==> src/hw/rtl/tpc_pkg.sv <==
// tpc_pkg: shared constants and blend helpers for the typed pixel compositor
`timescale 1ns / 1ps

package tpc_pkg;

    localparam int PIXEL_W = 32;
    localparam int CHAN_W  = 8;
    localparam int FUNC_W  = 3;
    localparam int ADDR_W  = 4;
    localparam int DATA_W  = 32;
    localparam int RGB_W   = 24;

    // pixel kind codes in the low byte
    localparam logic [CHAN_W-1:0] KIND_EMPTY  = 8'h00;
    localparam logic [CHAN_W-1:0] KIND_TILE   = 8'hFF;
    localparam logic [CHAN_W-1:0] KIND_OBJECT = 8'hE0;

    // drawing modes
    localparam logic [FUNC_W-1:0] FUNC_BG_TILE    = 3'd0;
    localparam logic [FUNC_W-1:0] FUNC_ERASE      = 3'd1;
    localparam logic [FUNC_W-1:0] FUNC_TILE       = 3'd2;
    localparam logic [FUNC_W-1:0] FUNC_OBJ_ON_TILE = 3'd3;
    localparam logic [FUNC_W-1:0] FUNC_OBJ_ON_BG  = 3'd4;
    localparam logic [FUNC_W-1:0] FUNC_OBJ_ANY    = 3'd5;
    // unused codes, nothing is drawn
    localparam logic [FUNC_W-1:0] FUNC_RSVD_LO    = 3'd6;
    localparam logic [FUNC_W-1:0] FUNC_RSVD_HI    = 3'd7;

    // register indexes (byte address / 4)
    localparam logic [1:0] REG_TILE_ALPHA  = 2'd0;
    localparam logic [1:0] REG_OBJ_ALPHA   = 2'd1;
    localparam logic [1:0] REG_ERASE_ALPHA = 2'd2;
    localparam logic [1:0] REG_ERASE_RGB   = 2'd3;

    // (e*(255-a) + i*a) / 255, truncated
    function automatic logic [CHAN_W-1:0] mix_channel(
        input logic [CHAN_W-1:0] e,
        input logic [CHAN_W-1:0] i,
        input logic [CHAN_W-1:0] a
    );
        logic [15:0] prod_e;
        logic [15:0] prod_i;
        logic [16:0] sum;
        logic [16:0] adj;
        prod_e = {8'd0, e} * {8'd0, ~a};
        prod_i = {8'd0, i} * {8'd0, a};
        sum    = {1'b0, prod_e} + {1'b0, prod_i};
        // divide by 255: exact for sums below 65535
        adj    = sum + 17'd1 + {8'd0, sum[16:8]};
        return adj[15:8];
    endfunction

    function automatic logic [PIXEL_W-1:0] blend_word(
        input logic [PIXEL_W-1:0] ext,
        input logic [PIXEL_W-1:0] inc,
        input logic [CHAN_W-1:0]  a,
        input logic [CHAN_W-1:0]  kind
    );
        return {mix_channel(ext[31:24], inc[31:24], a),
                mix_channel(ext[23:16], inc[23:16], a),
                mix_channel(ext[15:8],  inc[15:8],  a),
                kind};
    endfunction

endpackage

==> src/hw/rtl/typed_pixel_compositor.sv <==
// typed_pixel_compositor: top level, register file and blend pipeline
`timescale 1ns / 1ps

// Takes one item per cycle: busy stays low, so an item is accepted on every
// cycle that start is high. Each item gives one result on out_pixel and
// drawn, marked by a one-cycle done strobe; each item passes the input
// register, then one blend stage into the result register.
// The result cannot be held off; the receiver must take it in that cycle.
// Registers at byte addresses 0 tile weight, 4 object weight,
// 8 eraser weight, C eraser color; write them only while no item is in flight.

module typed_pixel_compositor
    import tpc_pkg::*;
(
    input  logic               clk,
    input  logic               rst_n,
    // item channel
    input  logic               start,
    output logic               busy,
    input  logic [FUNC_W-1:0]  func,
    input  logic [PIXEL_W-1:0] dest_pixel,
    input  logic [PIXEL_W-1:0] src_pixel,
    output logic               done,
    output logic [PIXEL_W-1:0] out_pixel,
    output logic               drawn,
    // configuration port
    input  logic               psel,
    input  logic               penable,
    input  logic               pwrite,
    input  logic [ADDR_W-1:0]  paddr,
    input  logic [DATA_W-1:0]  pwdata,
    output logic [DATA_W-1:0]  prdata,
    output logic               pready
);

    logic [CHAN_W-1:0] tile_alpha_reg;
    logic [CHAN_W-1:0] obj_alpha_reg;
    logic [CHAN_W-1:0] erase_alpha_reg;
    logic [RGB_W-1:0]  erase_rgb_reg;

    logic               in_valid_reg;
    logic [FUNC_W-1:0]  func_reg;
    logic [PIXEL_W-1:0] dest_reg;
    logic [PIXEL_W-1:0] src_reg;

    logic               done_reg;
    logic [PIXEL_W-1:0] out_pixel_reg;
    logic               drawn_reg;

    logic               cfg_write;
    logic [PIXEL_W-1:0] out_pixel_next;
    logic               drawn_next;
    logic [PIXEL_W-1:0] ext_sel;
    logic [PIXEL_W-1:0] inc_sel;
    logic [CHAN_W-1:0]  weight_sel;
    logic [CHAN_W-1:0]  kind_sel;
    logic               opaque;
    logic [CHAN_W-1:0]  dkind;

    assign pready    = 1'b1;
    assign busy      = 1'b0;
    assign cfg_write = psel & penable & pwrite & pready;

    always_ff @(posedge clk or negedge rst_n)
    begin
        if (!rst_n)
        begin
            tile_alpha_reg  <= 8'hFF;
            obj_alpha_reg   <= 8'hFF;
            erase_alpha_reg <= 8'hFF;
            erase_rgb_reg   <= '0;
        end
        else if (cfg_write)
        begin
            unique case (paddr[3:2])
                REG_TILE_ALPHA:  tile_alpha_reg  <= pwdata[CHAN_W-1:0];
                REG_OBJ_ALPHA:   obj_alpha_reg   <= pwdata[CHAN_W-1:0];
                REG_ERASE_ALPHA: erase_alpha_reg <= pwdata[CHAN_W-1:0];
                REG_ERASE_RGB:   erase_rgb_reg   <= pwdata[RGB_W-1:0];
                default: ;
            endcase
        end
    end

    always_comb
    begin
        unique case (paddr[3:2])
            REG_TILE_ALPHA:  prdata = {24'd0, tile_alpha_reg};
            REG_OBJ_ALPHA:   prdata = {24'd0, obj_alpha_reg};
            REG_ERASE_ALPHA: prdata = {24'd0, erase_alpha_reg};
            REG_ERASE_RGB:   prdata = {8'd0, erase_rgb_reg};
            default:         prdata = '0;
        endcase
    end

    // input register
    always_ff @(posedge clk or negedge rst_n)
    begin
        if (!rst_n)
        begin
            in_valid_reg <= 1'b0;
        end
        else
        begin
            in_valid_reg <= start & ~busy;
        end
    end

    always_ff @(posedge clk)
    begin
        if (start && !busy)
        begin
            func_reg <= func;
            dest_reg <= dest_pixel;
            src_reg  <= src_pixel;
        end
    end

    // mode decode and blend
    assign opaque = (src_reg[7:0] != 8'h00);
    assign dkind  = dest_reg[7:0];

    always_comb
    begin
        ext_sel    = dest_reg;
        inc_sel    = src_reg;
        weight_sel = obj_alpha_reg;
        kind_sel   = KIND_OBJECT;
        drawn_next = 1'b0;
        unique case (func_reg)
            FUNC_BG_TILE:
            begin
                ext_sel    = '0;
                weight_sel = tile_alpha_reg;
                kind_sel   = src_reg[7:0];
                drawn_next = opaque && (dkind == KIND_EMPTY);
            end
            FUNC_ERASE:
            begin
                inc_sel    = {erase_rgb_reg, 8'h00};
                weight_sel = erase_alpha_reg;
                kind_sel   = KIND_EMPTY;
                drawn_next = opaque;
            end
            FUNC_TILE:
            begin
                weight_sel = tile_alpha_reg;
                kind_sel   = KIND_TILE;
                drawn_next = opaque;
            end
            FUNC_OBJ_ON_TILE: drawn_next = opaque && (dkind == KIND_TILE);
            FUNC_OBJ_ON_BG:   drawn_next = opaque && (dkind == KIND_EMPTY);
            FUNC_OBJ_ANY:     drawn_next = opaque;
            default:          drawn_next = 1'b0;
        endcase
        out_pixel_next = drawn_next ? blend_word(ext_sel, inc_sel, weight_sel, kind_sel)
                                    : dest_reg;
    end

    // result register
    always_ff @(posedge clk or negedge rst_n)
    begin
        if (!rst_n)
        begin
            done_reg <= 1'b0;
        end
        else
        begin
            done_reg <= in_valid_reg;
        end
    end

    always_ff @(posedge clk)
    begin
        if (in_valid_reg)
        begin
            out_pixel_reg <= out_pixel_next;
            drawn_reg     <= drawn_next;
        end
    end

    assign done      = done_reg;
    assign out_pixel = out_pixel_reg;
    assign drawn     = drawn_reg;

endmodule
==> config.mk <==
export PLATFORM = sky130hd
export DESIGN_NAME = typed_pixel_compositor
export DESIGN_NICKNAME = d
export VERILOG_FILES = /design/src/hw/rtl/tpc_pkg.sv /design/src/hw/rtl/typed_pixel_compositor.sv
export SDC_FILE = /design/constraint.sdc
export NUM_CORES = 1
export LEC_CHECK = 0
export BUFFER_PORTS_ARGS = -buffer_cell sky130_fd_sc_hd__buf_4
export CORE_ASPECT_RATIO = 1.5
export CORE_MARGIN = 2
export CORE_UTILIZATION = 50
export CTS_CLUSTER_SIZE = 20
export DETAILED_ROUTE_END_ITERATION = 10
export PLACE_DENSITY = 0.8
export SLEW_MARGIN = 20
export SYNTH_ARGS = -nofsm -noshare
export SYNTH_HDL_FRONTEND = slang
export SYNTH_SLANG_ARGS = --single-unit
==> constraint.sdc <==
create_clock -name clk -period 17.55 [get_ports clk]
set_clock_uncertainty 0.15 [all_clocks]
set_input_delay 0.8775 -clock clk [delete_from_list [all_inputs] [get_ports clk]]
set_output_delay 0.8775 -clock clk [all_outputs]
set_load 0.1 [all_outputs]
==> results.md, run 1 <==
- Worst skew pair latency: 0.47 ns
- Total CTS buffers: 17
- Vias per std cell: 5.77
- Mux contribution to synthesized area: 5.06%
- Clock root buffer: clkbuf_16
- Fin area: ~23000 um2
- N_diodes: 0
- Io pins: 177
- Post-Syn Area: 20800 um2
- Die X: 170 um
- CP peak stage delay: 0.88 ns
- Crit path required time: 17.56 ns
- CTS resizes: 0
- Commonest cells in the netlist: inv_1, nor2_1, fa_1, ha_1, nand2_1
- Hold Vio Cnt, Final: 0
- Post-synthesis area per instance: 9.53 um2
- Setup bufs post-CTS: 0
- Num rows: approximately 90
- Drc violations: 0
- WP data arrival: 10.61 ns
- Most frequent cell after synthesis: inv_1
- Setup CP Type: flip-flop to flip-flop
- First-pass GRT wire length: 88500 um
- H-tree levels: 4
- Minimum clock period: 10.60 ns
- Top layer in use: met4
- Unrepaired setup endpoints after global routing: no
- Met1 wire length: 18600 um
- Post-Synthesis Cells: 2177
- WL met3: 3500 um
- Max-slew headroom: 17.6%
- Chip height: 254 um
- Synth Flop Type: edfxtp_1
- Synth area leader: fa_1
- Yosys reg bits: 150
- Post-synthesis sequential area ratio: between 20% and 30%
- Fin cells: between 2000 and 3000
- XOR/XNOR Fraction of Synth Area: 1.95%
- Largest family of logic cells by synthesized area: adder cells
- Post-Synth Adder-Cell Area: approximately two fifths
- Layout area overhead: 11.4%
- WL final: 55600 um
- Reg2reg path depth: 30
- Synth Area in Compound Gates: 7.88%
- Placed cells: about 2800
- Setup TNS: 0 ns
- Critical Path Start Type: flip-flop
- 1st-pass router iterations: 5
- Vias: 16600
- Status: finished, final reports clean
- CTS tree: yes
- Initial antenna violation count: 0
- Worst-path clk slew: 0.07 ns
- Hold/Removal Path Class: input pin to async pin
- CTS Hold Bufs: 0
- Hpwl dp: between 40000 and 50000 um
- Iteration-0 DRC Markers: between 1000 and 1500
- Most used cell along the critical path: fa_1
- Synth area leaders: fa_1, edfxtp_1, ha_1
- Tcrit/Tclk final: between 60 and 70%
- Number of global-route vias before repair: 17900
- Final net count: 2918
- Dpl cell area: 22500 um2
- GRT Overall Usage: 26.4%
- Initial Util: 50.5%
- Post-synth EDFFs: 100
- Crit path max fanout: 19
- Largest net degree at the start of global routing: 69
- Share of layout cells above drive strength 1: between 10% and 20%
- MaxCap Viol Count: 0
- GPL Wtd Cong: 0.930
- Post-synthesis async set-or-reset flop share: 33.3%
- CP max-delay cell: mux2i_1
- Wirelength per Cell: 19.3 um
- Distinct cells, synth: 76
- Simple-gate area share of the yosys netlist: 13.8%
- Clock Path Buffers: 2
- Worst-Margin Slew: 1.20 ns
- CTS Sinks: 150
- Max Slew Vio Count: 0
- Fmax: ~0.094 GHz
- IO Port Bufs: 156
- Area of the die: between 40000 and 50000 um2
- Met2 WL post-DR: about 29000 um
- Setup crit end kind: flip-flop
- Top cell type's share of synthesized area: 28.1%
- Final setup vio count: 0
- Post-route ant nets: 0
- Core box area: 41100 um2
- Yosys warnings: 0
- Global route overflow: 0
cells in the final DEF, fill, tap and decap left out, types with 10 or more instances in the layout:
master and count:
nand2b_1 37, edfxtp_1 100, a31oi_1 21, or3_1 17
conb_1 13, nor3_1 15, ha_1 214, nand2_1 105
inv_1 439, o21a_1 10, a21o_1 22, dfstp_2 24
a22o_1 16, buf_4 179, o31ai_1 13, nor2_1 298
mux2_2 55, nand3_1 79, clkbuf_16 17, mux2i_1 24
dfrtp_1 25, xor2_1 13, fa_1 291, a21oi_1 39
o21ai_0 46, and3_1 27, xnor2_1 28
per-stage QoR:
step	util (%)	setup WS [ns]	hold WS, ns
floorplan	-	8.38	0.345
global placement	54.8	7.38	0.365
detailed placement	54.8	7.15	0.384
CTS	56.2	7.04	0.316
global route	56.2	6.51	0.345
finish	56.2	6.95	0.298
cell type report:
cell class                 count  area [um2]
multi-input combinational   1517       14600
sequential                   150        4290
inverter                     439        1650
tap                          558         698
timing repair buffer         179        1340
clock buffer                  18         429
fill                        3386       18000
clock inverter                14         151
metal layers:
metal	GRT usage [%]	vias to the layer above
met4	19.9	0
met1	27.8	8233
met2	47.6	786
li1	-	7286
met5	0	-
met3	3.57	277
cell families (layout without fill, tap and decap cells):
group	count (synthesis)	after routing
compound gates	237	237
other cells	2	13
simple gates	630	630
buf+inv	521	650
flops	150	150
mux	88	88
fa+ha+maj	506	506
xor+xnor	43	43
worst max-delay path: cells and delay by family (launching register included):
family / cells / cell delay (ns)
flops: 1 / 0.70
mux: 1 / 0.88
xor+xnor: 1 / 0.21
fa+ha+maj: 8 / 3.59
buf+inv: 5 / 0.64
simple gates: 7 / 2.37
compound gates: 8 / 1.74
final timing paths:
path | slack [ns] | start | to
worst max-delay path | 6.95 | func_reg[1] | out_pixel[22]
worst min-delay path | 0.30 | rst_n | done
worst max register to register | 6.95 | func_reg[1] | out_pixel[22]
worst min register to register | 0.40 | erase_rgb_reg[23] | erase_rgb_reg[23]
max in group asynchronous | 16.47 | rst_n | erase_rgb_reg[14]
min in group clk | 0.40 | erase_rgb_reg[23] | erase_rgb_reg[23]
Power of run 1 is left out: the tool's default activity adds up to more than one toggle a clock period on the data nets, which glitch-free logic cannot reach.
==> run 2: changes to the inputs <==
clock period = 10.7 ns   (was 17.55 ns; I/O delays follow)
==> run 2 against run 1 <==
Compared with the run above:
- first-iteration DRC count up 11%
- design area up 0.96%
- wire length up 1.2%
- largest cell class unchanged
- highest routed layer unchanged
==> results.md, run 2 (synthesis gave the netlist of run 1 again) <==
- Total CTS buffers: 17 (unchanged)
- Num rows: 91 (unchanged)
- Largest net degree at the start of global routing: 69 (unchanged)
- CP max-delay cell: a21o_1
- Io pins: 177 (unchanged)
- FILL cells: 3374 (-0.35%)
- Area of the die: 43200 um2 (unchanged)
- Tcrit/Tclk final: 93.3% (+33 points)
- Share of layout cells above drive strength 1: 15.0% (+0.84 points)
- Fmax: 0.100 GHz (+6.2%)
- Vias: 16700 (+0.80%)
- Global route overflow: 0 (unchanged)
- 1st-pass router iterations: 6 (+1)
- Status: finished, final reports clean
- Worst skew pair latency: 0.46 ns (about the same)
- Crit path required time: 10.71 ns (-6.85 ns)
- Setup CP Type: flip-flop to flip-flop
- Drc violations: 0 (unchanged)
- Hpwl dp: 44700 um (+4.3%)
- IO Port Bufs: 156 (unchanged)
- Seq. cell area: 4290 um2 (unchanged)
- Crit path max fanout: 16 (-3)
- Setup bufs post-CTS: 0 (unchanged)
- MaxCap Viol Count: 0 (unchanged)
- Area of the multi-input gates: 14600 um2 (about the same)
- GPL Wtd Cong: 0.938 (+0.77%)
- WP data arrival: 9.99 ns (-0.62 ns)
- Iteration-0 DRC Markers: 1156 (+11%)
- Chip height: 254 um (unchanged)
- Initial Util: 50.5% (unchanged)
- CTS resizes: 0 (unchanged)
- CTS tree: yes
- N_diodes: 0 (unchanged)
- Hold/Removal Path Class: input pin to flip-flop
- Crit. Startpoint: func_reg[2]
- Setup TNS: 0 ns (unchanged)
- Critical path's top delay family: adder cells
- Core box area: 41100 um2 (unchanged)
- WL final: 56200 um (+1.2%)
- Wirelength per Cell: 19.4 um (+0.34%)
- Final net count: 2942 (+0.82%)
- Worst-path clk slew: 0.09 ns (+0.02 ns)
- Minimum clock period: 9.98 ns (-0.621 ns)
- Unrepaired setup endpoints after global routing: no
- Clock root buffer: clkbuf_16
- GRT Overall Usage: 26.9% (+0.45 points)
- CTS Sinks: 150 (unchanged)
- Die X: 170 um (unchanged)
- Worst r2r src: func_reg[2]
- Hold path startpoint: dest_pixel[24]
- Number of global-route vias before repair: 18200 (+1.9%)
- First-pass GRT wire length: 90100 um (+1.8%)
- Layout area overhead: 12.4%
- Post-route ant nets: 0 (unchanged)
- Critical Path Start Type: flip-flop
- Commonest non-fill, non-tap cell in the layout: inv_1
- CP peak stage delay: 0.68 ns (-0.20 ns)
- Crit path buffers/inverters: 5 (unchanged)
- Vias per std cell: 5.77 (about the same)
- CTS Hold Bufs: 1 (+1)
- Final setup vio count: 0 (unchanged)
- Max Slew Vio Count: 0 (unchanged)
- Most frequent cells in the layout: inv_1, nor2_1, fa_1
- Worst-Margin Slew: 0.975 ns (-0.226 ns)
- Fin util: 56.8% (+0.54 points)
- Hold Vio Cnt, Final: 0 (unchanged)
- Initial antenna violation count: 0 (unchanged)
- Max-slew headroom: 33.1% (+16 points)
- Most used cell along the critical path: fa_1
- H-tree levels: 4 (unchanged)
- Clock Path Buffers: 2 (unchanged)
- Setup crit end kind: flip-flop
[run 2: cell type report]
| cell class | instances | share of cell area [%] |
|---|---|---|
| inverters | 439 | 7.06 |
| multi-input cells | 1517 | 62.4 |
| well taps | 558 | 2.99 |
| clock buffers | 17 | 1.82 |
| repair buffers | 203 | 6.54 |
| clock inverters | 15 | 0.852 |
| flip-flops and latches | 150 | 18.4 |
[run 2: worst register-to-register path, delay by kind of cell, from the launching register on]
kind	cells	cell delay, ns
adder cells (fa/ha/maj)	8	3.58
AO/OA/AOI/OAI	10	2.74
AND/OR/NAND/NOR	7	2.26
buffers and inverters	5	0.40
flip-flops	1	0.36
XOR/XNOR	1	0.20
[run 2: final timing paths]
check	end	slack, ns	cells after the start
setup / recovery	out_pixel[20]	0.72	31
min in group asynchronous	done	0.50	2
max in group asynchronous	erase_rgb_reg[14]	9.41	2
hold / removal	dest_reg[24]	0.08	1
setup reg to reg	out_pixel[20]	0.72	31
hold reg to reg	erase_rgb_reg[21]	0.39	1
[run 2: per-stage QoR]
stage,hold WS (ns),cell area (um2),setup slack (ns),cells
finish,0.0827,23300,0.722,2899
global route,0.0730,23300,0.405,2899
CTS,0.0700,23300,0.915,2899
detailed placement,0.377,22700,0.968,2866
global placement,0.362,22700,1.15,2866
floorplan,0.0894,20800,1.53,2188
[run 2: routing by layer]
metal / GRT usage [%] / vias to the layer above / wire, um
met2: 48.5 / 852 / 29500
li1: - / 7344 / -
met4: 20.1 / 0 / 4580
met3: 3.96 / 280 / 3790
met1: 28.0 / 8238 / 18300
met5: 0 / - / 0
Power of run 2 is left out for the same reason.
